### config.mk
export PLATFORM = sky130hd
export DESIGN_NAME = wamm_ram
export DESIGN_NICKNAME = d
export VERILOG_FILES = /design/src/rtl/windowed_average_min_max_tracker_macros.svh /design/src/rtl/wamm_ram.sv
export SDC_FILE = /design/constraint.sdc
export NUM_CORES = 1
export LEC_CHECK = 0
export ABC_CLOCK_PERIOD_IN_PS = 3300
export BUFFER_PORTS_ARGS = -buffer_cell sky130_fd_sc_hd__buf_2
export CAP_MARGIN = 20
export CELL_PAD_IN_SITES_DETAIL_PLACEMENT = 1
export CELL_PAD_IN_SITES_GLOBAL_PLACEMENT = 2
export CORE_ASPECT_RATIO = 1.5
export CORE_UTILIZATION = 51
export CTS_CLUSTER_DIAMETER = 50
export CTS_CLUSTER_SIZE = 10
export DETAILED_ROUTE_END_ITERATION = 12
export MAX_ROUTING_LAYER = met4
export PLACE_DENSITY_LB_ADDON = 0.15
export SYNTH_ARGS = -nofsm -noshare
export SYNTH_HDL_FRONTEND = slang
export SYNTH_SLANG_ARGS = --single-unit
### constraint.sdc
create_clock -name clk -period 3.3 [get_ports clk]
set_input_delay 0.495 -clock clk [delete_from_list [all_inputs] [get_ports clk]]
set_output_delay 0.495 -clock clk [all_outputs]
set_load 0.02 [all_outputs]
### src/rtl/windowed_average_min_max_tracker_macros.svh
// Assertion macros used by the RTL.
`ifndef WINDOWED_AVERAGE_MIN_MAX_TRACKER_MACROS_SVH
`define WINDOWED_AVERAGE_MIN_MAX_TRACKER_MACROS_SVH

`ifndef SYNTHESIS
`define WAMM_ASSERT_IMP(lbl, clk, rst_n, ante, cons) \
  lbl: assert property (@(posedge clk) disable iff (!rst_n) (ante) |-> (cons)) \
    else $error("assertion failed: same-cycle implication");
`define WAMM_ASSERT_NXT(lbl, clk, rst_n, ante, cons) \
  lbl: assert property (@(posedge clk) disable iff (!rst_n) (ante) |=> (cons)) \
    else $error("assertion failed: next-cycle implication");
`else
`define WAMM_ASSERT_IMP(lbl, clk, rst_n, ante, cons)
`define WAMM_ASSERT_NXT(lbl, clk, rst_n, ante, cons)
`endif

`endif

### src/rtl/wamm_ram.sv
`default_nettype none
module wamm_ram #(
  parameter int WIDTH = 16,
  parameter int DEPTH = 64
) (
  input  wire logic                     clk,
  input  wire logic                     we,
  input  wire logic [$clog2(DEPTH)-1:0] waddr,
  input  wire logic [WIDTH-1:0]         wdata,
  input  wire logic [$clog2(DEPTH)-1:0] raddr,
  output logic      [WIDTH-1:0]         rdata
);

  logic [WIDTH-1:0] mem [DEPTH];
  logic [WIDTH-1:0] rdata_r;

  always_ff @(posedge clk) begin
    if (we) begin
      mem[waddr] <= wdata;
    end
    rdata_r <= mem[raddr];
  end

  assign rdata = rdata_r;

endmodule
`default_nettype wire

### Word-level counts from Yosys, hierarchy flattened

Memories as Yosys holds them, arrays and structs flattened. A register that Yosys moved wholly into a read port is not among the register bits.
Index checks and enable logic that the tools add are counted.

* logic and storage cells: 3
* bits in read-only memories: 0
* output and inout port bits: 16
* memories kept: 1
* RAM bits: 1024
* latch bits: 0
* bits in registers: 0

Memory list
* mem: words 64, bits a word 16, read ports 1, clocked after Yosys merged registers in 1, write ports 1, line wamm_ram.sv:14 `logic [WIDTH-1:0] mem [DEPTH];`

* reduce and logical (&&, ||, !) cells: 0
* div/mod/pow operators: 0
* eq/ne operators: 0
* shift-type cells: 0
* add/subtract/negate cells: 0
* multiply operators: 0
* order comparisons: 0
* mux-type cells: 2
* bitwise operators: 0

Operator list (count)
* 2-to-1 mux 1 bit: 2

### Logic depth before layout (Yosys ltp)

* depth in word-level cells: 2
* depth in mapped cells: 10

### Worst setup path after synthesis

Ideal clock, no wire load.

* kind: input to register
* from: in waddr[3]
* to: mem mem[48][0] (enable)
* path buffers: 1
* cell stages on the path: 4
* setup slack: 0.770 ns
* data required time: 2.891 ns
* arrival: 2.121 ns
* library setup time: 0.409 ns
* path through: clkbuf_1 -> nor2b_1 -> nand4b_1 -> nor3_1

RTL lines
* from (decl): line wamm_ram.sv:8 `input wire logic [$clog2(DEPTH)-1:0] waddr,`
* to (decl): line wamm_ram.sv:14

Straight into the memory's write port.

==> results.ini <==
[run_status]
status = finished clean

[power]
power.ir.vdd_worst_v = 0.000549
static-leakage-power_uw = 0.0146
p_per_area_mw_per_mm2 = 601

[routing]
wl_per_cell_um = 33.1
wl_mm = 104
drt_drc_violations_left = 0
vias_per_cell = 6.24
via_count_of_the_routed_design = 19500
drt.antenna.violating_nets = 0
drt_iter0_drc = 1997
dr.pass1.iters = 5

[setup_path]
worstSetupPathType = input pin to register
worstSetupPathDepth = 6
regToRegSetupSlack_ps = 1180
gate_family_responsible_for_the_most_delay_along_the_worst_path = compound AO/OA/AOI/OAI gates
worst-endpoint-required_ps = 3930
worstPathMaxFanout = 49
crit_path_cell_trace = buf_8, buf_4, mux4_2, mux2i_1, o21ai_0, and4_1
crit-reg2reg-launch = mem[30][15]
timing.rr.end = rdata[15]
r2r.worst_path.cells = 6
setup.worst_path.end_class = register
cpMaxStageDelayCell = sky130_fd_sc_hd__o21ai_0
arrival_ps = 2930
worst_path_largest_cell_delay_ps = 890
critical_path.n_buffers_inverters = 2
crit_path_start_kind = input pin

[layout]
filler_cell_count = 6566
final_util_pct = 58.6
layout.cells.most_common = sky130_fd_sc_hd__edfxtp_1
area_delta_synth_final_pct = 13.5
num-nets-final = 2088
layoutNonFillerInstCount = 3132
fin_area_mm2 = 0.0455
drive_gt1_share_pct = 28.2
layout_common_cells = 1024 x sky130_fd_sc_hd__edfxtp_1, 220 x sky130_fd_sc_hd__mux4_2, 159 x sky130_fd_sc_hd__buf_4

[clock_network]
number_of_cells_upsized_or_downsized_after_cts = 0
cts_hold_repair.buffers = 0
root_buffer = sky130_fd_sc_hd__clkbuf_16
insertion_delay_ps = 690
htreeDepth = 3
cts.path.max_buffers = 3
cts-buffers-inserted = 114
numClockSinks = 1040
post-cts-setup-buffers = 0
clock_tree_from_tritoncts = done
worst_setup_hold_path_clk_slew_ps = 50

[worst_hold_path]
whs_path_cells = 1
critical_hold_path_startpoint = wdata[0]
worst_hold_path.endpoint = mem[34][0]
worstHoldPathType = input pin to register

[floorplan]
initial_core_util_pct = 51.6
ios = 46
fp.dieArea_mm2 = 0.0797
floorplan.die.width_um = 231
core_area_mm2 = 0.0776
fp.dieH_um = 345
std_cell_rows = 125

[global_routing]
first_global_vias = 20800
globalRouteOverflowTotal = 0
first_pass_grt_wire_length_mm = 149
maximum_number_of_pins_on_one_net_before_global_route_repair = 65
grt_use_total_pct = 27.6
antenna_violations_before_repair = 3

[yosys]
synth_seq_area_share_pct = 77.6
yosys_register_bits = 1040
yosys_warnings = 0
synth.lib_cells_used.distinct = 43
synthesis.nets = 1859
share_of_async_settable_or_async_resettable_flops_after_synthesis_pct = 0
synthesis.area_per_instance_um2 = 21.9
area_of_the_mapped_netlist_mm2 = 0.0400
synthCells = 1829
synth_edf_count = 1024
dominant_register_cell_in_the_synthesized_netlist = sky130_fd_sc_hd__edfxtp_1

[sta]
achievable-frequency_mhz = 436
grt_setup_unrepaired = no
fin_crit_sh_pct = 69.6
setup_tns_ps = 0
layout_min_cycle_time_ps = 2300
slew_viol_final = 0
slew_headroom_pct = 22.9
finalHoldViolCount = 0
worst_pin_slew_ps = 1140
finalSetupViolations = 0
fin_skew_ps = 31.2

[placement]
detailedPlacementHpwl_mm = 64.8
io_buffer_count = 45
place_inst = 2957
last_weighted_congestion_value_of_the_routability_driven_placer = 0.834
dpl-instance-area_mm2 = 0.0423

[run]
total_of_max_cap_violations = 0

state kept, by name (all words and copies together), names as in the netlist:
| name | flops |
|---|---|
| mem | 1024 |
| rdata | 16 |
final cells by class:
| class | instances | area, µm² | area share (%) |
|---|---|---|---|
| sequential | 1040 | 31100 | 68.3 |
| multi-input combinational | 685 | 8250 | 18.1 |
| clock buffer | 165 | 3090 | 6.79 |
| timing repair buffer | 217 | 1710 | 3.75 |
| tap | 1016 | 1270 | 2.80 |
| clock inverter | 6 | 71.3 | 0.157 |
| antenna | 3 | 7.51 | 0.0165 |
power breakdown:
group          internal (µW)  switching, µW  total (µW)
Combinational            541            933        1470
Sequential             14600           54.9       14700
Clock                   6370           4790       11200
Total                  21500           5780       27300
kinds of logic after synthesis:
| group | synth area share [%] |
|---|---|
| AND/OR/NAND/NOR | 2.65 |
| flip-flops | 77.6 |
| AO/OA/AOI/OAI | 2.41 |
| multiplexers | 15.5 |
| buffers and inverters | 1.83 |
worst max path at each step:
stage	startpoint	end
after floorplan	waddr[3]	mem[48][0]
after global placement	raddr[0]	rdata[12]
after detailed placement	raddr[0]	rdata[12]
after CTS	raddr[0]	rdata[12]
after global routing	raddr[2]	rdata[12]
final	raddr[2]	rdata[12]
cells in the mapped netlist (2+ instances only):
master | n | area [µm²]
sky130_fd_sc_hd__clkbuf_2 | 2 | 10.0
sky130_fd_sc_hd__nor3_1 | 2 | 10.0
sky130_fd_sc_hd__a22o_1 | 6 | 52.6
sky130_fd_sc_hd__buf_1 | 3 | 11.3
sky130_fd_sc_hd__nand3_1 | 24 | 120
sky130_fd_sc_hd__nor2_1 | 72 | 270
sky130_fd_sc_hd__mux2i_1 | 85 | 851
sky130_fd_sc_hd__a41oi_1 | 5 | 43.8
sky130_fd_sc_hd__nand4_1 | 12 | 75.1
sky130_fd_sc_hd__and4_1 | 5 | 43.8
sky130_fd_sc_hd__mux2_2 | 27 | 304
sky130_fd_sc_hd__buf_6 | 17 | 191
sky130_fd_sc_hd__a211oi_1 | 8 | 60.1
sky130_fd_sc_hd__buf_2 | 36 | 180
sky130_fd_sc_hd__nor2b_1 | 30 | 188
sky130_fd_sc_hd__mux4_1 | 4 | 105
sky130_fd_sc_hd__o21ai_0 | 5 | 25.0
sky130_fd_sc_hd__edfxtp_1 | 1024 | 30700
sky130_fd_sc_hd__a221o_1 | 6 | 60.1
sky130_fd_sc_hd__a31oi_1 | 8 | 50.1
sky130_fd_sc_hd__and2_1 | 2 | 12.5
sky130_fd_sc_hd__buf_4 | 13 | 97.6
sky130_fd_sc_hd__buf_12 | 5 | 100
sky130_fd_sc_hd__nand3b_1 | 2 | 15.0
sky130_fd_sc_hd__a211o_1 | 8 | 70.1
sky130_fd_sc_hd__nand2_1 | 59 | 221
sky130_fd_sc_hd__o21ai_1 | 3 | 15.0
sky130_fd_sc_hd__buf_8 | 3 | 45.0
sky130_fd_sc_hd__nand2b_1 | 3 | 18.8
sky130_fd_sc_hd__a22oi_1 | 39 | 293
sky130_fd_sc_hd__a311oi_1 | 8 | 70.1
sky130_fd_sc_hd__clkbuf_1 | 24 | 90.1
sky130_fd_sc_hd__mux4_2 | 220 | 4950
sky130_fd_sc_hd__dfxtp_1 | 16 | 320
sky130_fd_sc_hd__nor4_2 | 3 | 37.5
sky130_fd_sc_hd__a221oi_1 | 16 | 140
sky130_fd_sc_hd__nor2_2 | 2 | 12.5
sky130_fd_sc_hd__a21oi_1 | 17 | 85.1
per-layer routing:
layer  track usage [%]  vias to the layer above  part of all wire [%]
li1                  -                     8108                     -
met1              34.8                    10600                    39
met2              45.3                      630                    51
met3              3.89                      187                   5.7
met4              10.8                        0                   3.8
met5                 -                        -                     0
through the flow:
stage / power (µW) / setup slack [ps] / hold WS [ps]
finish: 27300 / 1000 / 255
detailed placement: 16400 / 319 / 849
global placement: 16400 / 317 / 851
global route: 28000 / 945 / 246
CTS: 27500 / 1010 / 277
floorplan: 15700 / 770 / 594
Note: power is estimated with default switching activity, not from simulation.
