[src/rtl/windowed_average_min_max_tracker_macros.svh]
// Assertion macros used by the RTL.
`ifndef WINDOWED_AVERAGE_MIN_MAX_TRACKER_MACROS_SVH
`define WINDOWED_AVERAGE_MIN_MAX_TRACKER_MACROS_SVH

`ifndef SYNTHESIS
`define WAMM_ASSERT_IMP(lbl, clk, rst_n, ante, cons) \
  lbl: assert property (@(posedge clk) disable iff (!rst_n) (ante) |-> (cons)) \
    else $error("assertion failed: same-cycle implication");
`define WAMM_ASSERT_NXT(lbl, clk, rst_n, ante, cons) \
  lbl: assert property (@(posedge clk) disable iff (!rst_n) (ante) |=> (cons)) \
    else $error("assertion failed: next-cycle implication");
`else
`define WAMM_ASSERT_IMP(lbl, clk, rst_n, ante, cons)
`define WAMM_ASSERT_NXT(lbl, clk, rst_n, ante, cons)
`endif

`endif

[src/rtl/wamm_pkg.sv]
`default_nettype none
package wamm_pkg;

  localparam int MAX_WINDOW_DEF  = 64;
  localparam int SAMPLE_BITS_DEF = 16;
  localparam int WIN_CFG_W       = 7;
  localparam int WINDOW_FLOOR    = 2;
  localparam int WINDOW_DEFAULT  = 60;

  typedef enum logic [0:0] {
    OP_SAMPLE = 1'b0,
    OP_CLEAR  = 1'b1
  } op_t;

  typedef enum logic [2:0] {
    ST_IDLE,
    ST_CHECK,
    ST_SUB,
    ST_WRITE,
    ST_DSTART,
    ST_DIV,
    ST_DONE
  } state_t;

  typedef struct packed {
    logic mem_we;
    logic drop;
    logic store;
    logic div_start;
    logic out_load;
  } wamm_ctl_t;

endpackage
`default_nettype wire

[src/rtl/wamm_div.sv]
`default_nettype none
module wamm_div import wamm_pkg::*; #(
  parameter int NUM_W = 22,
  parameter int DEN_W = 7
) (
  input  wire logic             clk,
  input  wire logic             rst_n,
  input  wire logic             start,
  input  wire logic [NUM_W-1:0] num,
  input  wire logic [DEN_W-1:0] den,
  output logic                  busy,
  output logic                  done,
  output logic      [NUM_W-1:0] quo
);

  localparam int IT_W = $clog2(NUM_W);
  localparam logic [IT_W-1:0] IT_LAST = IT_W'(NUM_W - 1);

  logic             busy_r;
  logic             done_r;
  logic [IT_W-1:0]  it_r;
  logic [DEN_W-1:0] rem_r;
  logic [DEN_W-1:0] den_r;
  logic [NUM_W-1:0] q_r;
  logic [DEN_W:0]   shift;
  logic [DEN_W:0]   diff;
  logic             ge;

  assign shift = {rem_r, q_r[NUM_W-1]};
  assign diff  = shift - {1'b0, den_r};
  assign ge    = !diff[DEN_W];

  always_ff @(posedge clk) begin
    if (!rst_n) begin
      busy_r <= 1'b0;
      done_r <= 1'b0;
      it_r   <= '0;
    end else if (start) begin
      busy_r <= 1'b1;
      done_r <= 1'b0;
      it_r   <= '0;
    end else if (busy_r) begin
      if (it_r == IT_LAST) begin
        busy_r <= 1'b0;
        done_r <= 1'b1;
      end else begin
        it_r <= it_r + 1'b1;
      end
    end else begin
      done_r <= 1'b0;
    end
  end

  always_ff @(posedge clk) begin
    if (start) begin
      rem_r <= '0;
      den_r <= den;
      q_r   <= num;
    end else if (busy_r) begin
      rem_r <= ge ? diff[DEN_W-1:0] : shift[DEN_W-1:0];
      q_r   <= {q_r[NUM_W-2:0], ge};
    end
  end

  assign busy = busy_r;
  assign done = done_r;
  assign quo  = q_r;

endmodule
`default_nettype wire

[config.mk]
export PLATFORM = sky130hd
export DESIGN_NAME = wamm_div
export DESIGN_NICKNAME = d
export VERILOG_FILES = /design/src/rtl/windowed_average_min_max_tracker_macros.svh /design/src/rtl/wamm_pkg.sv /design/src/rtl/wamm_div.sv
export SDC_FILE = /design/constraint.sdc
export NUM_CORES = 1
export LEC_CHECK = 0
export ABC_AREA = 1
export CORE_MARGIN = 4
export CORE_UTILIZATION = 60
export CTS_CLUSTER_SIZE = 24
export DETAILED_ROUTE_END_ITERATION = 10
export DONT_BUFFER_PORTS = 1
export PLACE_DENSITY = 0.82
export REMOVE_ABC_BUFFERS = 1
export SYNTH_ARGS = -nofsm -noshare
export SYNTH_HDL_FRONTEND = slang
export SYNTH_SLANG_ARGS = --single-unit
export TNS_END_PERCENT = 10
[constraint.sdc]
create_clock -name clk -period 1.9 [get_ports clk]
set_input_delay 0.19 -clock clk [delete_from_list [all_inputs] [get_ports clk]]
set_output_delay 0.19 -clock clk [all_outputs]
set_load 0.01 [all_outputs]
# ---- Yosys cells after proc, flatten, opt, wreduce, memory -nomap -nowiden
# Cells that the tools add are included.
dict set report classes {
  n_bitwise 3
  n_reduce_logical 5
  add_sub_neg 2
  n_eq_ne 1
  muxes 6
}
# op n
set op_table {}
lappend op_table {{22-bit 2-to-1 mux} 2}
lappend op_table {{8-bit by 7-bit subtractor with 8-bit output} 1}
lappend op_table {{7-bit 2-to-1 mux} 1}
lappend op_table {{5-bit by 1-bit adder with 5-bit output (second input constant)} 1}
lappend op_table {{5-bit equality test (second input constant)} 1}
lappend op_table {{1-bit 2-to-1 mux} 3}
lappend op_table {{1-bit NOT} 3}
lappend op_table {{3-bit OR reduction} 1}
lappend op_table {{2-bit AND reduction} 1}
lappend op_table {{2-bit nonzero test} 1}
lappend op_table {{2-bit OR reduction} 1}
lappend op_table {{1-bit logical NOT} 1}
dict set report totals {
  reg_bits 43
  output_inout_bits 24
  elab_cells 23
}

# ---- Longest topological paths before layout
# Gate-level depths: netlist of the first run.
dict set report logic_depth {
  depth_word 4
  mapped_depth 12
}

# ---- Worst setup path after synthesis of the first run
# Ideal clock, no wire load.
dict set report synth_path {
  path_kind {reg2reg}
  start {register q_r[21] (netlist: quo[21])}
  end {register rem_r[4]}
  setup_time_ns 0.113
  t_arrival_ns 1.544
  slack_ns 0.243
  period_less_slack_ns 1.657
  stages_incl_launch_ff 11
  cell_sequence {edfxtp_1 inv_1 ha_1 inv_2 fa_1 nand3_1 nand3_1 xnor2_1 nand2_1 nand3_1 nand2_1}
}
dict set report synth_between {
  elab_chain_len 2
}
# item line_no
set synth_lines {}
lappend synth_lines {{from (decl)} wamm_div.sv:24} ;# logic [NUM_W-1:0] q_r;
lappend synth_lines {{from (signal assigned)} wamm_div.sv:58} ;# q_r <= num;
lappend synth_lines {{from (signal assigned)} wamm_div.sv:61} ;# q_r <= {q_r[NUM_W-2:0], ge};
lappend synth_lines {{8-bit by 7-bit subtractor with 8-bit output} wamm_div.sv:30} ;# assign diff = shift - {1'b0, den_r};
lappend synth_lines {{7-bit 2-to-1 mux} wamm_div.sv:60} ;# rem_r <= ge ? diff[DEN_W-1:0] : shift[DEN_W-1:0];
lappend synth_lines {{to (signal assigned)} wamm_div.sv:60}
lappend synth_lines {{to (decl)} wamm_div.sv:22} ;# logic [DEN_W-1:0] rem_r;
# Every way passes these cells.
# A chain may end at the register's enable or synchronous reset.

# ---- Worst setup path in the final report of the first run
# Same ends and word-level chain as after synthesis.

==> results.cfg, run 1 <==
[outcome]
status = finished, final reports clean

[floorplanning]
fp.dieH_um = 69.1
die_w_um = 69.1
die_area_mm2 = 0.00478
pin_count = 56
start_util = 0.647
num_rows = 21
core-area_mm2 = 0.00347

[logic_synthesis]
async_flop_share = 0
synth_seq_cells = 43
synthMuxAreaShare = 0
synth-xor-area-share = 0.0117
ys.flop_type = edfxtp_1
synth-simple-area-share = 0.309
synth_cell_types = 31
ys_warn_count = 0
avgSynthCellArea_um2 = 8.63
synth.cells.most_frequent = nand2_1 (106), edfxtp_1 (29), inv_1 (29), nand3_1 (15), dfxtp_1 (14)
yosysSeqAreaShare = 0.513
synthCells = 260
synth_top_family_by_area = simple AND/OR/NAND/NOR gates
synth_compound_area_frac = 0.0335
synth_top_area_frac = 0.388
synth.most_common_cell = nand2_1
syn-cell-area_mm2 = 0.00224
synth_top_area_cell = edfxtp_1
ys_top_cells_by_area = edfxtp_1 (39%), nand2_1 (18%), dfxtp_1 (12%)
synth_edf_count = 29
synthAdderAreaFrac = 0.0591

[placed_design]
dp_hpwl_mm = 3.05
gp_congestion = 0.855
port_buffers = 0
place_ws_ns = 0.148
place_area_mm2 = 0.00230

[hold_path]
hold_path_class = in2reg
min-delay-start = rst_n

[timing]
rsz0062_at_grt = no
period_needed_ns = 1.69
fin_crit_sh = 0.890
holdWs_ns = 0.0360
tightestPinTransition_ns = 0.379
finalSetupViolations = 0
fin_worst_skew_ns = 0.00954
tns_ns = 0
layout_setup_ws_ns = 0.208
fmax_ghz = 0.591
max_slew_margin = 0.746
final-hold-violation-count = 0
slew_viol_final = 0

[finish]
design_area_mm2 = 0.00248
antennaDiodeCount = 0
nets = 315
drive_above_1_share = 0.117
area_delta_synth_final_pct = 10.5

[detailed_routing]
num_vias = 1652
routed_wl_mm = 4.31
vias_per_cell = 5.16
drc = 0
first_pass_iters = 4
drt_iter0_markers = 86
wl_per_cell_um = 13.5
ant_nets = 0

[global_route]
grt_pass1_wl_mm = 7.35
grt_antenna_before_repair = 0
overflow = 0
track_usage = 0.191
grt_pass1_vias = 1569
grt_max_degree = 27

[cts]
clk_path_buf_depth = 2
cts_buffers = 5
cts_max_level = 2
worst_skew_pair.late_latency_ns = 0.30
tritoncts = built
cts.sinks = 43
cts_setup_buffers = 0
clockRootBuffer = clkbuf_8
clk_pin_slew_worst_paths_ns = 0.09

[critical_path]
path_max_fanout = 3
startpoint_type = flop
crit_required_ns = 2.11
cp-startpoint = quo[21]$_DFFE_PP_
endpoint_kind = flop
crit_type = reg2reg
reg2reg_from = quo[21]$_DFFE_PP_
cp.arrival_ns = 1.90

[power]
power_density_mw_per_mm2 = 826
p_leak_nw = 1.15
vdd_ir_drop_max_uv = 650

[flow_run]
max-cap-violations = 0
logic make-up after synthesis:
group                      Yosys count
and+or+nand+nor                    152
DFF                                 43
buffers and inverters               40
AOI/OAI and AO/OA                   12
adders and majority gates           10
xor gates and xnor gates             3
layout by cell type (no fill, tap or decap), types with 2 or more instances in the layout:
cell type,netlist,final
inv_2,5,5
edfxtp_1,29,29
nand3b_1,5,5
inv_1,29,29
nand4_1,3,3
ha_1,9,9
nand2_1,106,106
dfxtp_1,14,14
clkinvlp_4,0,2
nand3_1,15,15
buf_4,0,3
o21ai_1,4,4
nor2_1,9,9
nand2_2,4,4
a21oi_1,5,5
nand2_4,3,3
dlygate4sd3_1,0,8
clkbuf_8,0,5
xnor2_1,2,2
final cells by class:
type	instances	area (um^2)
Clock buffer	5	68.8
Timing Repair Buffer	11	103
Clock inverter	3	23.8
Sequential cell	43	1150
Multi-Input combinational cell	177	930
Tap cell	46	57.6
Fill cell	272	990
Inverter	35	145
flip-flops by register name, indices dropped and copies added (netlist names):
name / flops
den_r: 7
quo: 22
done: 1
it_r: 5
rem_r: 7
busy: 1
where the power goes:
group | internal (mW) | switching [mW]
clock network | 0.263 | 0.348
logic | 0.113 | 0.164
registers | 1.09 | 0.0713
total | 1.46 | 0.584
worst max-delay path, stage by stage, from the launching register on:
cell	delay (ns)
edfxtp_1	0.44
inv_1	0.11
ha_1	0.16
inv_2	0.05
fa_2	0.36
nand3_1	0.08
nand3_1	0.08
xnor2_1	0.14
nand2_1	0.07
nand3_1	0.06
nand2_1	0.05
metrics by stage:
stage	cells	total power, mW	util
final	320	2.05	0.715
after global routing	320	2.15	0.715
after global placement	304	1.43	0.664
after CTS	320	2.05	0.714
after floorplan	255	1.37	-
after detailed placement	304	1.44	0.664
metal layers:
| layer | vias to the layer above | track usage | routed length, um |
|---|---|---|---|
| met5 | - | 0 | 0 |
| met4 | 0 | 0.0651 | 61 |
| met3 | 7 | 0.0625 | 299 |
| met2 | 47 | 0.305 | 2070 |
| met1 | 750 | 0.242 | 1880 |
| li1 | 848 | - | - |
what timing repair did:
item                                   4_1_cts  5_1_grt
resized for setup                            0        1
endpoints found under the hold margin       14        0
setup endpoints to repair                    0        1
hold buffers                                 8        0
path summary, 6_finish.rpt:
path / end / slack [ns] / cells past startpoint
setup / recovery: rem_r[4]$_SDFFE_PP0P_ / 0.21 / 10
hold reg to reg: rem_r[3]$_SDFFE_PP0P_ / 0.48 / 2
setup reg to reg: rem_r[4]$_SDFFE_PP0P_ / 0.21 / 10
hold / removal: busy$_SDFF_PN0_ / 0.04 / 2
(Power assumes the default switching activity.)
==> run 2: changes to the inputs <==
--- a/config.mk
+++ b/config.mk
@@ -6,12 +6,12 @@
 export NUM_CORES = 1
 export LEC_CHECK = 0
 export ABC_AREA = 1
+export BUFFER_PORTS_ARGS = -buffer_cell sky130_fd_sc_hd__buf_2
 export CORE_MARGIN = 4
-export CORE_UTILIZATION = 60
+export CORE_UTILIZATION = 53
 export CTS_CLUSTER_SIZE = 24
 export DETAILED_ROUTE_END_ITERATION = 10
-export DONT_BUFFER_PORTS = 1
-export PLACE_DENSITY = 0.82
+export PLACE_DENSITY = 0.86
 export REMOVE_ABC_BUFFERS = 1
 export SYNTH_ARGS = -nofsm -noshare
 export SYNTH_HDL_FRONTEND = slang
==> results.cfg, run 2 (synthesis gave the netlist of run 1 again) <==
[placed_design]
dp_hpwl_mm = 3.58
place_inst = 364
place_area_mm2 = 0.00259
place_ws_ns = 0.179
gp_congestion = 0.863
port_buffers = 55

[cts]
clockRootBuffer = clkbuf_8
cts.sinks = 43
cts-hold-fix-buffers = 0
cts_buffers = 5
tritoncts = built
clk_path_buf_depth = 2
clk_pin_slew_worst_paths_ns = 0.08
cts_setup_buffers = 0
cts_max_level = 2
worst_skew_pair.late_latency_ns = 0.29
ctsResizeCount = 0

[critical_path]
startpoint_type = flop
cp.arrival_ns = 1.92
crit_path_max_incr_delay_ns = 0.42
crit_top_cell = nand3_1
path_cells = inv_1, ha_1, inv_2, fa_1, nand3_1, nand3_1, xnor2_1, nand2_1, nand3_1, nand2_1
slowest_stage = fa_1
endpoint_kind = flop
crit_type = reg2reg
crit_required_ns = 2.09
path_max_fanout = 3

[timing]
fmax_ghz = 0.578
fin_worst_skew_ns = 0.00457
finalSetupViolations = 0
tns_ns = 0
rsz0062_at_grt = no
slew_viol_final = 0
max_slew_margin = 0.724
tightestPinTransition_ns = 0.413
fin_crit_sh = 0.910
final-hold-violation-count = 0
layout_setup_ws_ns = 0.171
period_needed_ns = 1.73

[power]
switching_share = 0.265
p_leak_nw = 1.37
vdd_ir_drop_max_uv = 572
power_density_mw_per_mm2 = 814
power_frac_clock = 0.314
comb_power_share = 0.176
p_switching_uw = 583
p_int_mw = 1.62
seq_power_share = 0.510

[outcome]
status = finished, final reports clean

[floorplanning]
num_rows = 23
pin_count = 56
fp.dieH_um = 73.1
die_w_um = 73.1
core-area_mm2 = 0.00406
start_util = 0.553
die_area_mm2 = 0.00534

[global_route]
grt_antenna_before_repair = 0
grt_max_degree = 25
overflow = 0
track_usage = 0.194
grt_pass1_wl_mm = 8.00
grt_pass1_vias = 1807

[finish]
design_area_mm2 = 0.00271
instances_no_fill = 372
layout_common_cells = nand2_1 (106), buf_2 (55), inv_1 (29), edfxtp_1 (29), nand3_1 (15)
layout_commonest_cell = nand2_1
antennaDiodeCount = 0
postLayoutCoreUtil = 0.667
largest_reg_flops = 22
fillers = 339
drive_above_1_share = 0.270
area_delta_synth_final_pct = 20.7
nets = 363

[detailed_routing]
drt_iter0_markers = 171
first_pass_iters = 4
routed_wl_mm = 4.79
wl_per_cell_um = 12.9
num_vias = 1881
vias_per_cell = 5.06
drc = 0
ant_nets = 0

[hold_path]
hold_path_class = in2reg

[flow_run]
max-cap-violations = 0
## run 2: final timing paths
path	start	end	slack [ns]	cells after the start
worst max-delay path	quo[21]$_DFFE_PP_	rem_r[4]$_SDFFE_PP0P_	0.17	10
worst min-delay path	den[5]	den_r[5]$_DFFE_PP_	0.07	1
worst max register to register	quo[21]$_DFFE_PP_	rem_r[4]$_SDFFE_PP0P_	0.17	10
worst min register to register	done$_SDFFE_PP0P_	done$_SDFFE_PP0P_	0.46	2
## run 2: per-layer routing
| metal | up-vias | wire [um] | global-route usage |
|---|---|---|---|
| met5 | - | 0 | 0 |
| met2 | 63 | 2450 | 0.319 |
| met1 | 859 | 1950 | 0.244 |
| met4 | 0 | 62 | 0.0615 |
| met3 | 8 | 329 | 0.0592 |
| li1 | 951 | - | - |
## run 2: stage by stage
step / total power [mW] / hold slack (ns)
2_1_floorplan: 1.37 / 0.289
3_5_place_dp: 1.53 / 0.368
4_1_cts: 2.22 / 0.0620
6_report: 2.20 / 0.0705
5_1_grt: 2.32 / 0.0492
3_3_place_gp: 1.51 / 0.368
## run 2: power groups by stage
stage / clock [mW] / sequential [mW] / combinational [mW]
detailed placement: 0 / 1.14 / 0.386
CTS: 0.706 / 1.12 / 0.390
global route: 0.752 / 1.13 / 0.437
floorplan: 0 / 1.16 / 0.209
finish: 0.691 / 1.12 / 0.388
global placement: 0 / 1.14 / 0.370
## run 2: area by class of cell
| class | count | area, um^2 | share of cell area |
|---|---|---|---|
| clock inverter | 1 | 8.76 | 0.00323 |
| timing repair buffer | 59 | 305 | 0.113 |
| multi-input combinational | 177 | 927 | 0.342 |
| clock buffer | 7 | 108 | 0.0397 |
| inverter | 35 | 145 | 0.0536 |
| sequential | 43 | 1150 | 0.425 |
| tap | 50 | 62.6 | 0.0231 |
## run 2: worst max-delay path: cells and delay by family, from the launching register on
family                     cells  cell delay [ns]
and+or+nand+nor                5             0.36
xor gates and xnor gates       1             0.16
DFF                            1             0.39
adders and majority gates      2             0.58
buffers and inverters          2             0.14
==> run 3: changes to the inputs <==
--- a/config.mk
+++ b/config.mk
@@ -7,11 +7,13 @@
 export LEC_CHECK = 0
 export ABC_AREA = 1
 export BUFFER_PORTS_ARGS = -buffer_cell sky130_fd_sc_hd__buf_2
+export CELL_PAD_IN_SITES_DETAIL_PLACEMENT = 0
+export CELL_PAD_IN_SITES_GLOBAL_PLACEMENT = 2
 export CORE_MARGIN = 4
-export CORE_UTILIZATION = 53
+export CORE_UTILIZATION = 31
 export CTS_CLUSTER_SIZE = 24
 export DETAILED_ROUTE_END_ITERATION = 10
-export PLACE_DENSITY = 0.86
+export PLACE_DENSITY = 0.85
 export REMOVE_ABC_BUFFERS = 1
 export SYNTH_ARGS = -nofsm -noshare
 export SYNTH_HDL_FRONTEND = slang
==> results.cfg, run 3 (synthesis gave the netlist of run 1 again) <==
[outcome]
status = finished, final reports clean

[critical_path]
path_max_fanout = 3
cp.arrival_ns = 1.93
worst-r2r-setup-slack_ns = 0.16
reg2reg_depth = 12
endpoint_kind = flop
crit_type = reg2reg
reg2reg_from = quo[21]$_DFFE_PP_
crit_required_ns = 2.09
r2r-end = rem_r[6]$_SDFFE_PP0P_
startpoint_type = flop

[finish]
design_area_mm2 = 0.00278
area_delta_synth_final_pct = 24.0
antennaDiodeCount = 0
layout_common_cells = nand2_1 (106), buf_2 (55), inv_1 (29), edfxtp_1 (29), nand3_1 (15)
drive_above_1_share = 0.275
largest_reg_flops = 22
layout_commonest_cell = nand2_1
nets = 365
postLayoutCoreUtil = 0.403

[global_route]
grt_antenna_before_repair = 0
grt_max_degree = 25
overflow = 0
grt_pass1_vias = 1813
track_usage = 0.121
grt_pass1_wl_mm = 8.44

[detailed_routing]
topRoutingLayerUsed = met4
drt_iter0_markers = 70
m1WireLength_mm = 2.38
ant_nets = 0
drc = 0
dr_wl_met3_um = 281
num_vias = 1804
vias_per_cell = 4.30
wl_met2_mm = 2.25
first_pass_iters = 4
routed_wl_mm = 4.95
wl_per_cell_um = 11.8

[timing]
tns_ns = 0
holdWs_ns = 0.0655
final-hold-violation-count = 0
tightestPinTransition_ns = 0.403
fmax_ghz = 0.576
fin_worst_skew_ns = 0.0115
period_needed_ns = 1.74
finalSetupViolations = 0
slew_viol_final = 0
rsz0062_at_grt = no
fin_crit_sh = 0.914
max_slew_margin = 0.731

[cts]
ctsResizeCount = 0
clockRootBuffer = clkbuf_8
worst_skew_pair.late_latency_ns = 0.29
cts.sinks = 43
clk_pin_slew_worst_paths_ns = 0.09
clk_path_buf_depth = 2
cts_setup_buffers = 0
cts_buffers = 5
tritoncts = built
cts_max_level = 2
cts-hold-fix-buffers = 0

[floorplanning]
fp.dieH_um = 93.1
core-area_mm2 = 0.00691
die_area_mm2 = 0.00866
start_util = 0.325
pin_count = 56
die_w_um = 93.1
num_rows = 30

[placed_design]
gp_congestion = 0.758
dp_hpwl_mm = 3.80
port_buffers = 55
place_area_mm2 = 0.00266

[hold_path]
hold_path_class = in2reg
min_to = den_r[2]$_DFFE_PP_
whs_path_depth = 1
min-delay-start = den[2]

[power]
p_leak_nw = 1.38
vdd_ir_drop_max_uv = 422
p_total_mw = 2.25
power_density_mw_per_mm2 = 809

[flow_run]
max-cap-violations = 0
[run 3: per-stage QoR]
stage	instances	setup WS, ns
6_report	420	0.163
5_1_grt	420	0.0131
4_1_cts	420	0.156
3_5_place_dp	412	0.173
3_3_place_gp	412	0.204
2_1_floorplan	255	0.243
[run 3: how the worst max path moves through the flow]
stage | start | to | slack (ns) | depth (start not counted)
after floorplan | quo[21]$_DFFE_PP_ | rem_r[4]$_SDFFE_PP0P_ | 0.24 | 10
after global placement | quo[21]$_DFFE_PP_ | rem_r[6]$_SDFFE_PP0P_ | 0.20 | 12
after detailed placement | quo[21]$_DFFE_PP_ | rem_r[6]$_SDFFE_PP0P_ | 0.17 | 12
after CTS | quo[21]$_DFFE_PP_ | rem_r[6]$_SDFFE_PP0P_ | 0.16 | 12
after global routing | quo[21]$_DFFE_PP_ | rem_r[6]$_SDFFE_PP0P_ | 0.01 | 12
final | quo[21]$_DFFE_PP_ | rem_r[6]$_SDFFE_PP0P_ | 0.16 | 12
[run 3: power breakdown]
group	switching [mW]	total [mW]	internal, mW	leakage, nW
clock network	0.313	0.739	0.426	0.0612
logic	0.228	0.387	0.160	0.908
registers	0.0389	1.12	1.08	0.408
total	0.579	2.25	1.67	1.38
[run 3: routing by layer]
layer  GRT usage  up-vias
li1            -      950
met1       0.163      815
met2       0.183       37
met3      0.0402        2
met4      0.0403        0
met5           0        -
[run 3: final cells by class]
| class | instances | area, um^2 |
|---|---|---|
| well taps | 96 | 120 |
| repair buffers | 61 | 320 |
| inverters | 35 | 145 |
| flip-flops and latches | 43 | 1150 |
| multi-input cells | 177 | 927 |
| clock inverters | 2 | 35.0 |
| fillers | 749 | 4130 |
| clock buffers | 6 | 82.6 |
[run 3: worst max-delay path, stage by stage (launching register included)]
cell	delay, ns
edfxtp_1	0.39
inv_1	0.09
ha_1	0.16
inv_2	0.05
fa_1	0.41
nand2_1	0.13
nand3_1	0.07
nand2_1	0.06
nand2_1	0.05
inv_1	0.06
nand2_1	0.05
nand3_1	0.06
nand2_1	0.04
